$ cat src/hdl/hamming_7_4_stream_codec_defines.svh
// assertion macros shared by the codec rtl
`ifndef HAMMING_7_4_STREAM_CODEC_DEFINES_SVH
`define HAMMING_7_4_STREAM_CODEC_DEFINES_SVH

// same-cycle implication, checked on every clock edge out of reset
`define HMC_ASSERT_IMPL(label, ante, cons) \
    label: assert property (@(posedge clk) disable iff (!rst_n) (ante) |-> (cons)) \
        else $error("hamming codec check failed");

// next-cycle implication
`define HMC_ASSERT_NEXT(label, ante, cons) \
    label: assert property (@(posedge clk) disable iff (!rst_n) (ante) |=> (cons)) \
        else $error("hamming codec check failed");

`endif

$ cat src/hdl/hmc_pkg.sv
// types, codes and constants of the hamming stream codec
package hmc_pkg;

    // operation codes
    localparam logic [1:0] OP_ENCODE = 2'd0;
    localparam logic [1:0] OP_DECODE = 2'd1;
    localparam logic [1:0] OP_NOISE1 = 2'd2;
    localparam logic [1:0] OP_NOISE2 = 2'd3;

    // configuration port
    localparam int CFG_INDEX_W = 1;
    localparam int CFG_DATA_W  = 2;
    localparam logic [CFG_INDEX_W-1:0] REG_OPERATION = 1'd0;
    localparam logic [CFG_INDEX_W-1:0] REG_EXTENDED  = 1'd1;

    // group sizes in bits
    localparam logic [3:0] NIBBLE_W   = 4'd4;
    localparam logic [3:0] CODE_W     = 4'd7;
    localparam logic [3:0] EXT_CODE_W = 4'd8;

    typedef struct packed {
        logic [7:0] byte_in;
        logic       last_in;
    } in_item_t;

    typedef struct packed {
        logic [7:0] byte_out;
        logic       last_out;
        logic       double_error;
    } out_item_t;

    // per-message state, all held counts stay below one byte
    typedef struct packed {
        logic [6:0] in_bits;
        logic [2:0] in_count;
        logic [6:0] out_bits;
        logic [2:0] out_count;
        logic [2:0] noise_pos;
        logic       aborted;
    } msg_state_t;

    // what one processed item leaves for the output side
    typedef struct packed {
        logic [23:0] data;
        logic [1:0]  count;
        logic        last;
        logic        double_error;
    } step_result_t;

endpackage

$ cat src/hdl/hamming_7_4_stream_codec.sv
// top level of the hamming(7,4) / extended (8,4) stream codec
//
// input channel in_valid / in_ready / in_item carries one message byte per
// item, bits used least significant first, with last_in on the final byte.
// output channel out_valid / out_ready / out_item carries packed result bytes,
// last_out on the final byte of the message and double_error once an
// extended decode has hit an uncorrectable group.
// operation and extended are set through cfg_wr_en / cfg_index / cfg_data
// into registers; the user must write them only while no message item is
// in flight, which the block does not enforce. an accepted item waits in
// the input register until the result buffer is free, is coded in a single
// pass into the result buffer, and its first byte is offered from there.
// an item yields zero to three bytes, sent one at a time on the single
// output port, so the rate is one item per cycle when each item gives one
// byte and the receiver does not stall; encode gives more bytes per item.
// the input register takes a new item in the same cycle that the last byte
// of the buffer leaves, and a stalled receiver simply holds the buffer and,
// behind it, the input register.
// reset clears configuration, message state and both holding stages.
`include "hamming_7_4_stream_codec_defines.svh"

module hamming_7_4_stream_codec (
    input  logic                               clk,
    input  logic                               rst_n,
    input  logic                               cfg_wr_en,
    input  logic [hmc_pkg::CFG_INDEX_W-1:0]    cfg_index,
    input  logic [hmc_pkg::CFG_DATA_W-1:0]     cfg_data,
    input  logic                               in_valid,
    output logic                               in_ready,
    input  hmc_pkg::in_item_t                  in_item,
    output logic                               out_valid,
    input  logic                               out_ready,
    output hmc_pkg::out_item_t                 out_item
);
    import hmc_pkg::*;

    // configuration registers
    logic [1:0]   operation_reg;
    logic         extended_reg;

    // input holding register
    in_item_t     in_item_reg;
    logic         in_full_reg;

    // message state carried from item to item
    msg_state_t   state_reg;
    msg_state_t   state_next;
    step_result_t step_res;

    // result buffer: bytes still to send, lowest byte first
    logic [23:0]  data_reg;
    logic [1:0]   left_reg;
    logic         last_reg;
    logic         err_reg;

    logic         proc_fire;
    logic         out_fire;

    always_ff @(posedge clk or negedge rst_n)
    begin
        if (!rst_n)
        begin
            operation_reg <= OP_ENCODE;
            extended_reg  <= 1'b0;
        end
        else if (cfg_wr_en)
        begin
            unique case (cfg_index)
                REG_OPERATION: operation_reg <= cfg_data;
                REG_EXTENDED:  extended_reg  <= cfg_data[0];
            endcase
        end
    end

    hmc_step u_step (
        .state      (state_reg),
        .item       (in_item_reg),
        .operation  (operation_reg),
        .extended   (extended_reg),
        .state_next (state_next),
        .result     (step_res)
    );

    assign out_fire  = out_valid && out_ready;
    // code the held item once the buffer is empty or empties this cycle
    assign proc_fire = in_full_reg &&
                       ((left_reg == 2'd0) || ((left_reg == 2'd1) && out_ready));
    assign in_ready  = !in_full_reg || proc_fire;

    always_ff @(posedge clk or negedge rst_n)
    begin
        if (!rst_n)
            in_full_reg <= 1'b0;
        else if (in_valid && in_ready)
            in_full_reg <= 1'b1;
        else if (proc_fire)
            in_full_reg <= 1'b0;
    end

    always_ff @(posedge clk)
    begin
        if (in_valid && in_ready)
            in_item_reg <= in_item;
    end

    always_ff @(posedge clk or negedge rst_n)
    begin
        if (!rst_n)
        begin
            state_reg <= '0;
            left_reg  <= 2'd0;
        end
        else if (proc_fire)
        begin
            state_reg <= state_next;
            left_reg  <= step_res.count;
        end
        else if (out_fire)
        begin
            left_reg  <= left_reg - 2'd1;
        end
    end

    always_ff @(posedge clk)
    begin
        if (proc_fire)
        begin
            data_reg <= step_res.data;
            last_reg <= step_res.last;
            err_reg  <= step_res.double_error;
        end
        else if (out_fire)
        begin
            data_reg <= data_reg >> 8;
        end
    end

    assign out_valid             = (left_reg != 2'd0);
    assign out_item.byte_out     = data_reg[7:0];
    assign out_item.last_out     = last_reg && (left_reg == 2'd1);
    assign out_item.double_error = err_reg;

    // message state is already cleared when the final byte leaves
    `HMC_ASSERT_IMPL(a_clear_after_last, out_fire && out_item.last_out, state_reg == '0)
    // an aborted message holds no input bits
    `HMC_ASSERT_IMPL(a_abort_drops_input, state_reg.aborted, state_reg.in_count == 3'd0)
    // an abort lasts until the final byte of the message
    `HMC_ASSERT_NEXT(a_abort_sticks, proc_fire && state_reg.aborted && !in_item_reg.last_in, state_reg.aborted)

endmodule

$ cat src/hdl/hmc_step.sv
// per-item datapath: cuts up to two groups, codes them and packs the output bits
module hmc_step (
    input  hmc_pkg::msg_state_t   state,
    input  hmc_pkg::in_item_t     item,
    input  logic [1:0]            operation,
    input  logic                  extended,
    output hmc_pkg::msg_state_t   state_next,
    output hmc_pkg::step_result_t result
);
    import hmc_pkg::*;

    typedef struct packed {
        logic [7:0] bits;
        logic [3:0] len;
        logic       dbl;
        logic [2:0] npos;
    } group_out_t;

    function automatic logic [7:0] noise_mask(input logic [2:0] pos);
        logic [7:0] m;
        if (pos == 3'd0)
            m = 8'h80;
        else
            m = 8'h01 << (pos - 3'd1);
        return m;
    endfunction

    function automatic group_out_t code_group(
        input logic [7:0] grp,
        input logic [1:0] op,
        input logic       ext,
        input logic [2:0] npos
    );
        group_out_t r;
        logic [6:0] c;
        logic [2:0] s;
        logic [6:0] fix;
        logic [7:0] flip;
        logic [7:0] cmask;
        r      = '0;
        r.npos = npos;
        c      = grp[6:0];
        cmask  = ext ? 8'hFF : 8'h7F;
        unique case (op)
            OP_ENCODE:
            begin
                r.bits[0] = grp[0] ^ grp[1] ^ grp[3];
                r.bits[1] = grp[0] ^ grp[2] ^ grp[3];
                r.bits[2] = grp[0];
                r.bits[3] = grp[1] ^ grp[2] ^ grp[3];
                r.bits[4] = grp[1];
                r.bits[5] = grp[2];
                r.bits[6] = grp[3];
                r.bits[7] = ext & (^r.bits[6:0]);
                r.len     = ext ? EXT_CODE_W : CODE_W;
            end
            OP_DECODE:
            begin
                s[2] = c[3] ^ c[4] ^ c[5] ^ c[6];
                s[1] = c[1] ^ c[2] ^ c[5] ^ c[6];
                s[0] = c[0] ^ c[2] ^ c[4] ^ c[6];
                fix  = (s == 3'd0) ? 7'd0 : (7'd1 << (s - 3'd1));
                c    = c ^ fix;
                r.bits = {4'd0, c[6], c[5], c[4], c[2]};
                r.len  = NIBBLE_W;
                // nonzero syndrome with even raw parity: two bits are wrong
                r.dbl  = ext && (s != 3'd0) && !(^grp);
            end
            OP_NOISE1, OP_NOISE2:
            begin
                flip = noise_mask(npos);
                if (op == OP_NOISE2)
                    flip = flip ^ noise_mask(npos + 3'd1);
                r.bits = (grp ^ flip) & cmask;
                r.len  = ext ? EXT_CODE_W : CODE_W;
                r.npos = npos + ((op == OP_NOISE2) ? 3'd2 : 3'd1);
            end
        endcase
        return r;
    endfunction

    logic [3:0]  grp_size;
    logic [7:0]  grp_mask;
    logic [14:0] acc0;
    logic [14:0] acc1;
    logic [14:0] acc2;
    logic [3:0]  cnt0;
    logic [3:0]  cnt1;
    logic [3:0]  cnt2;
    logic        go1;
    logic        go2;
    logic        err;
    group_out_t  g1;
    group_out_t  g2;
    logic [23:0] obuf;
    logic [4:0]  ocnt;
    logic [1:0]  nfull;
    msg_state_t  st;

    assign grp_size = (operation == OP_ENCODE) ? NIBBLE_W :
                      (extended ? EXT_CODE_W : CODE_W);
    assign grp_mask = 8'((9'd1 << grp_size) - 9'd1);

    // append the byte above the held bits
    assign acc0 = 15'(state.in_bits) | (15'(item.byte_in) << state.in_count);
    assign cnt0 = 4'(state.in_count) + 4'd8;

    assign go1  = !state.aborted && (cnt0 >= grp_size);
    assign g1   = code_group(acc0[7:0] & grp_mask, operation, extended, state.noise_pos);
    assign acc1 = acc0 >> grp_size;
    assign cnt1 = cnt0 - grp_size;

    assign go2  = go1 && !g1.dbl && (cnt1 >= grp_size);
    assign g2   = code_group(acc1[7:0] & grp_mask, operation, extended, g1.npos);
    assign acc2 = acc1 >> grp_size;
    assign cnt2 = cnt1 - grp_size;

    assign err  = (go1 && g1.dbl) || (go2 && g2.dbl);

    always_comb
    begin
        obuf = 24'(state.out_bits);
        ocnt = 5'(state.out_count);
        if (go1 && !g1.dbl)
        begin
            obuf = obuf | (24'(g1.bits) << ocnt);
            ocnt = ocnt + 5'(g1.len);
        end
        if (go2 && !g2.dbl)
        begin
            obuf = obuf | (24'(g2.bits) << ocnt);
            ocnt = ocnt + 5'(g2.len);
        end
    end

    assign nfull = ocnt[4:3];

    always_comb
    begin
        st           = state;
        st.aborted   = state.aborted | err;
        st.out_bits  = 7'(obuf >> {nfull, 3'b000});
        st.out_count = ocnt[2:0];
        if (go2)
            st.noise_pos = g2.npos;
        else if (go1)
            st.noise_pos = g1.npos;
        if (err)
        begin
            st.in_bits  = '0;
            st.in_count = '0;
        end
        else if (go2)
        begin
            st.in_bits  = 7'(acc2);
            st.in_count = 3'(cnt2);
        end
        else if (go1)
        begin
            st.in_bits  = 7'(acc1);
            st.in_count = 3'(cnt1);
        end
        else if (!state.aborted)
        begin
            st.in_bits  = 7'(acc0);
            st.in_count = 3'(cnt0);
        end
    end

    // the final byte carries the leftover bits, or is an empty marker byte when no other byte goes out
    always_comb
    begin
        result.data         = obuf;
        result.last         = item.last_in;
        result.double_error = st.aborted;
        if (item.last_in && ((ocnt[2:0] != 3'd0) || (nfull == 2'd0)))
            result.count = nfull + 2'd1;
        else
            result.count = nfull;
    end

    assign state_next = item.last_in ? msg_state_t'('0) : st;

endmodule
$ cat config.mk
export PLATFORM = sky130hd
export DESIGN_NAME = hamming_7_4_stream_codec
export DESIGN_NICKNAME = d
export VERILOG_FILES = /design/src/hdl/hmc_pkg.sv /design/src/hdl/hamming_7_4_stream_codec.sv /design/src/hdl/hmc_step.sv
export VERILOG_INCLUDE_DIRS = /design/src /design/src/hdl
export SDC_FILE = /design/constraint.sdc
export NUM_CORES = 1
export LEC_CHECK = 0
export BUFFER_PORTS_ARGS = -buffer_cell sky130_fd_sc_hd__buf_2
export CORE_AREA = 2 2 175 177
export CTS_BUF_LIST = sky130_fd_sc_hd__clkbuf_4 sky130_fd_sc_hd__clkbuf_8 sky130_fd_sc_hd__clkbuf_16
export DETAILED_ROUTE_END_ITERATION = 10
export DIE_AREA = 0 0 177 179
export GPL_TIMING_DRIVEN = 0
export HOLD_SLACK_MARGIN = 0.02
export RECOVER_POWER = 100
export SETUP_SLACK_MARGIN = 0.15
export SKIP_LAST_GASP = 1
export SYNTH_ARGS = -nofsm -noshare
export SYNTH_HDL_FRONTEND = slang
export SYNTH_SLANG_ARGS = --single-unit
$ cat constraint.sdc
create_clock -name clk -period 7.19 [get_ports clk]
set_clock_uncertainty 0.05 [all_clocks]
set_input_delay 1.438 -clock clk [delete_from_list [all_inputs] [get_ports clk]]
set_output_delay 1.438 -clock clk [all_outputs]
set_load 0.05 [all_outputs]
==> impl_metrics.env <==
export IMPL_drc_errors=0
export IMPL_seqCellArea_sq_um=1800
export IMPL_first_pass_iters=6
export IMPL_synth_top_family_by_area="compound AO/OA/AOI/OAI gates"
export IMPL_cts_tree="done"
export IMPL_fp_dieArea_sq_um=31700
export IMPL_synth_compound_area_frac=0.243
export IMPL_r2r_cells=25
export IMPL_yosys_area_top_type="edfxtp_1"
export IMPL_path_clk_slew_ns=0.07
export IMPL_max_freq_ghz=0.150
export IMPL_clock_sinks=65
export IMPL_cp_max_fo=10
export IMPL_vias=7089
export IMPL_violations="capacitance limit, slew limit"
export IMPL_min_path_type="flip-flop to flip-flop"
export IMPL_synthSimpleGateAreaFrac=0.212
export IMPL_wl_um=23600
export IMPL_drv_slew=31
export IMPL_dp_hpwl_um=17900
export IMPL_die_w_um=177
export IMPL_yosysTopAreaCellShare=0.142
export IMPL_synth_mux_area_frac=0.0954
export IMPL_clockRootBuffer="clkbuf_16"
export IMPL_synth_common_cells="124 x nand2_1, 76 x nor2_1, 56 x a21oi_1"
export IMPL_pin_count=29
export IMPL_worst_slew_pin_slew_ns=1.99
export IMPL_ys_flop_type="edfxtp_1"
export IMPL_drv_cap=1
export IMPL_synth_most_common_cell="nand2_1"
export IMPL_rr_startpoint="in_item_reg[5]"
export IMPL_htree_levels=3
export IMPL_rsz0062_at_grt="false"
export IMPL_finalNetCount=983
export IMPL_setup_viol=0
export IMPL_netlist_area_sq_um=7400
export IMPL_synth_seq_cells=65
export IMPL_cts_path_max_buffers=2
export IMPL_fillers=3261
export IMPL_grt_pass1_vias=6774
export IMPL_gp_congestion=0.965
export IMPL_required_ns=7.42
export IMPL_min_path_cells=0
export IMPL_startpoint_type="flip-flop"
export IMPL_worstPathArrival_ns=6.89
export IMPL_r2r_end="state_reg[11]"
export IMPL_antenna_found_initial=0
export IMPL_die_y_um=179
export IMPL_holdPathEnd="last_reg"
export IMPL_overflow=0
export IMPL_ys_types=99
export IMPL_drive_above_1_share=0.112
export IMPL_dr_first_iter_drc_count=652
export IMPL_synth_edf_count=35
export IMPL_multi_input_area_sq_um=5080
export IMPL_start_util=0.246
export IMPL_fin_setup_tns_ns=0
export IMPL_final_antenna_net_count=0
export IMPL_rrSetupSlack_ns=0.53
export IMPL_ctsHoldBuffers=0
export IMPL_syn_inst=895
export IMPL_yosysWarnings=0
export IMPL_syn_area_per_cell_sq_um=8.26
export IMPL_max_slew_margin=-0.328
export IMPL_fin_crit_ns=6.66
export IMPL_num_rows=64
export IMPL_post_cts_repair_setup_buffers=0
export IMPL_cts_buffers_inserted=9
export IMPL_synthXorXnorAreaFrac=0.0802
export IMPL_hold_viol_final=0
export IMPL_grt_max_degree=31
export IMPL_core_sq_um=30000
export IMPL_synthArstFlopShare=0.462
export IMPL_drt_wirelength_per_cell_um=17.7
export IMPL_area_delta_synth_final_pct=12.5
export IMPL_track_usage=0.150
export IMPL_grt_pass1_wl_um=37500
export IMPL_synth_adder_area_share=0.0575
export IMPL_status="complete, but fails checks"
export IMPL_diodes=0
export IMPL_port_buffers=28
export IMPL_min_period_over_period=0.926
export IMPL_cp_end_kind="flip-flop"
export IMPL_yosysSeqAreaShare=0.244
export IMPL_critPathKind="flip-flop to flip-flop"
export IMPL_hp_start="in_item_reg[0]"
export IMPL_viasPerCell=5.31
export IMPL_ys_top_cells_by_area="edfxtp_1 14%, dfrtp_1 10%, nand2_1 6.3%, ha_1 4.4%, xnor2_1 4.1%"
export IMPL_clk_latency_ns=0.35
==> cells in the final DEF (no fill, tap or decap), types with 26 or more instances in the layout <==
| master | synthesis | routed |
|---|---|---|
| nor2_1 | 76 | 77 |
| mux2i_1 | 29 | 29 |
| a21oi_1 | 56 | 56 |
| dfrtp_1 | 30 | 30 |
| xnor2_1 | 35 | 34 |
| nand2_1 | 124 | 124 |
| edfxtp_1 | 35 | 35 |
| clkbuf_1 | 30 | 46 |
| ha_1 | 26 | 26 |
| inv_1 | 33 | 33 |
| o21ai_0 | 48 | 54 |
==> area by class of cell <==
type | instances | share of cell area
Inverter | 39 | 0.0182
Timing Repair Buffer | 28 | 0.0147
Multi-Input combinational cell | 731 | 0.611
Clock buffer | 9 | 0.0271
Tap cell | 396 | 0.0595
Buffer | 61 | 0.0410
Sequential cell | 65 | 0.217
Clock inverter | 7 | 0.0120
==> worst max path at each step <==
stage	cells after the start	startpoint	end
floorplan	27	state_reg[16]	left_reg[1]
CTS	27	state_reg[15]	left_reg[1]
global placement	27	state_reg[15]	left_reg[1]
detailed placement	27	state_reg[15]	left_reg[1]
finish	25	in_item_reg[5]	state_reg[11]
global route	26	state_reg[14]	state_reg[11]
==> per-layer routing <==
| layer | track usage | share of wire | vias up |
|---|---|---|---|
| met5 | 0 | 0 | - |
| met4 | 0.0434 | 0.020 | 0 |
| met3 | 0.0201 | 0.057 | 38 |
| met2 | 0.248 | 0.47 | 269 |
| met1 | 0.203 | 0.46 | 3427 |
| li1 | - | - | 3355 |
==> critical path: stages (launching register included) <==
cell	delay [ns]
edfxtp_1	0.51
mux4_2	0.50
a211oi_2	0.41
nor2_1	0.27
xnor3_1	0.59
nor2_1	0.09
ha_1	0.26
nor2_1	0.30
nand2_1	0.15
mux2i_4	0.30
nand2b_1	0.17
buf_6	0.16
a21o_4	0.19
inv_4	0.07
buf_6	0.14
ha_1	0.32
nor2b_1	0.14
o21a_1	0.16
o21ai_0	0.16
a21oi_1	0.09
xnor2_1	0.16
nand2_1	0.19
nor4_1	0.78
nand3_1	0.15
o311ai_0	0.13
a31o_1	0.15
==> through the flow <==
step                setup slack, ns   util  instances  hold slack (ns)  area (sq um)
global placement              0.472  0.268       1320            0.410          8040
CTS                           0.390  0.278       1336            0.432          8360
finish                        0.530  0.277       1336            0.420          8320
global route                 0.0958  0.277       1336            0.451          8320
floorplan                      1.28      -        896            0.374          7400
detailed placement            0.416  0.268       1320            0.415          8040
==> timing repair <==
| action | 4_1_cts | 5_1_grt |
|---|---|---|
| resized for setup | 0 | 3 |
| endpoints found under the setup margin | 0 | 4 |
| endpoints found under the hold margin | 0 | 0 |
==> kinds of logic after synthesis <==
| family | count (synthesis) |
|---|---|
| and+or+nand+nor | 329 |
| AOI/OAI and AO/OA | 259 |
| buffers and inverters | 100 |
| DFF | 65 |
| muxes | 56 |
| xor gates and xnor gates | 54 |
| adders and majority gates | 31 |
| other | 1 |
Power is not shown: default switching activity piles up to over one toggle a cycle in this logic, so the estimate is an artifact.
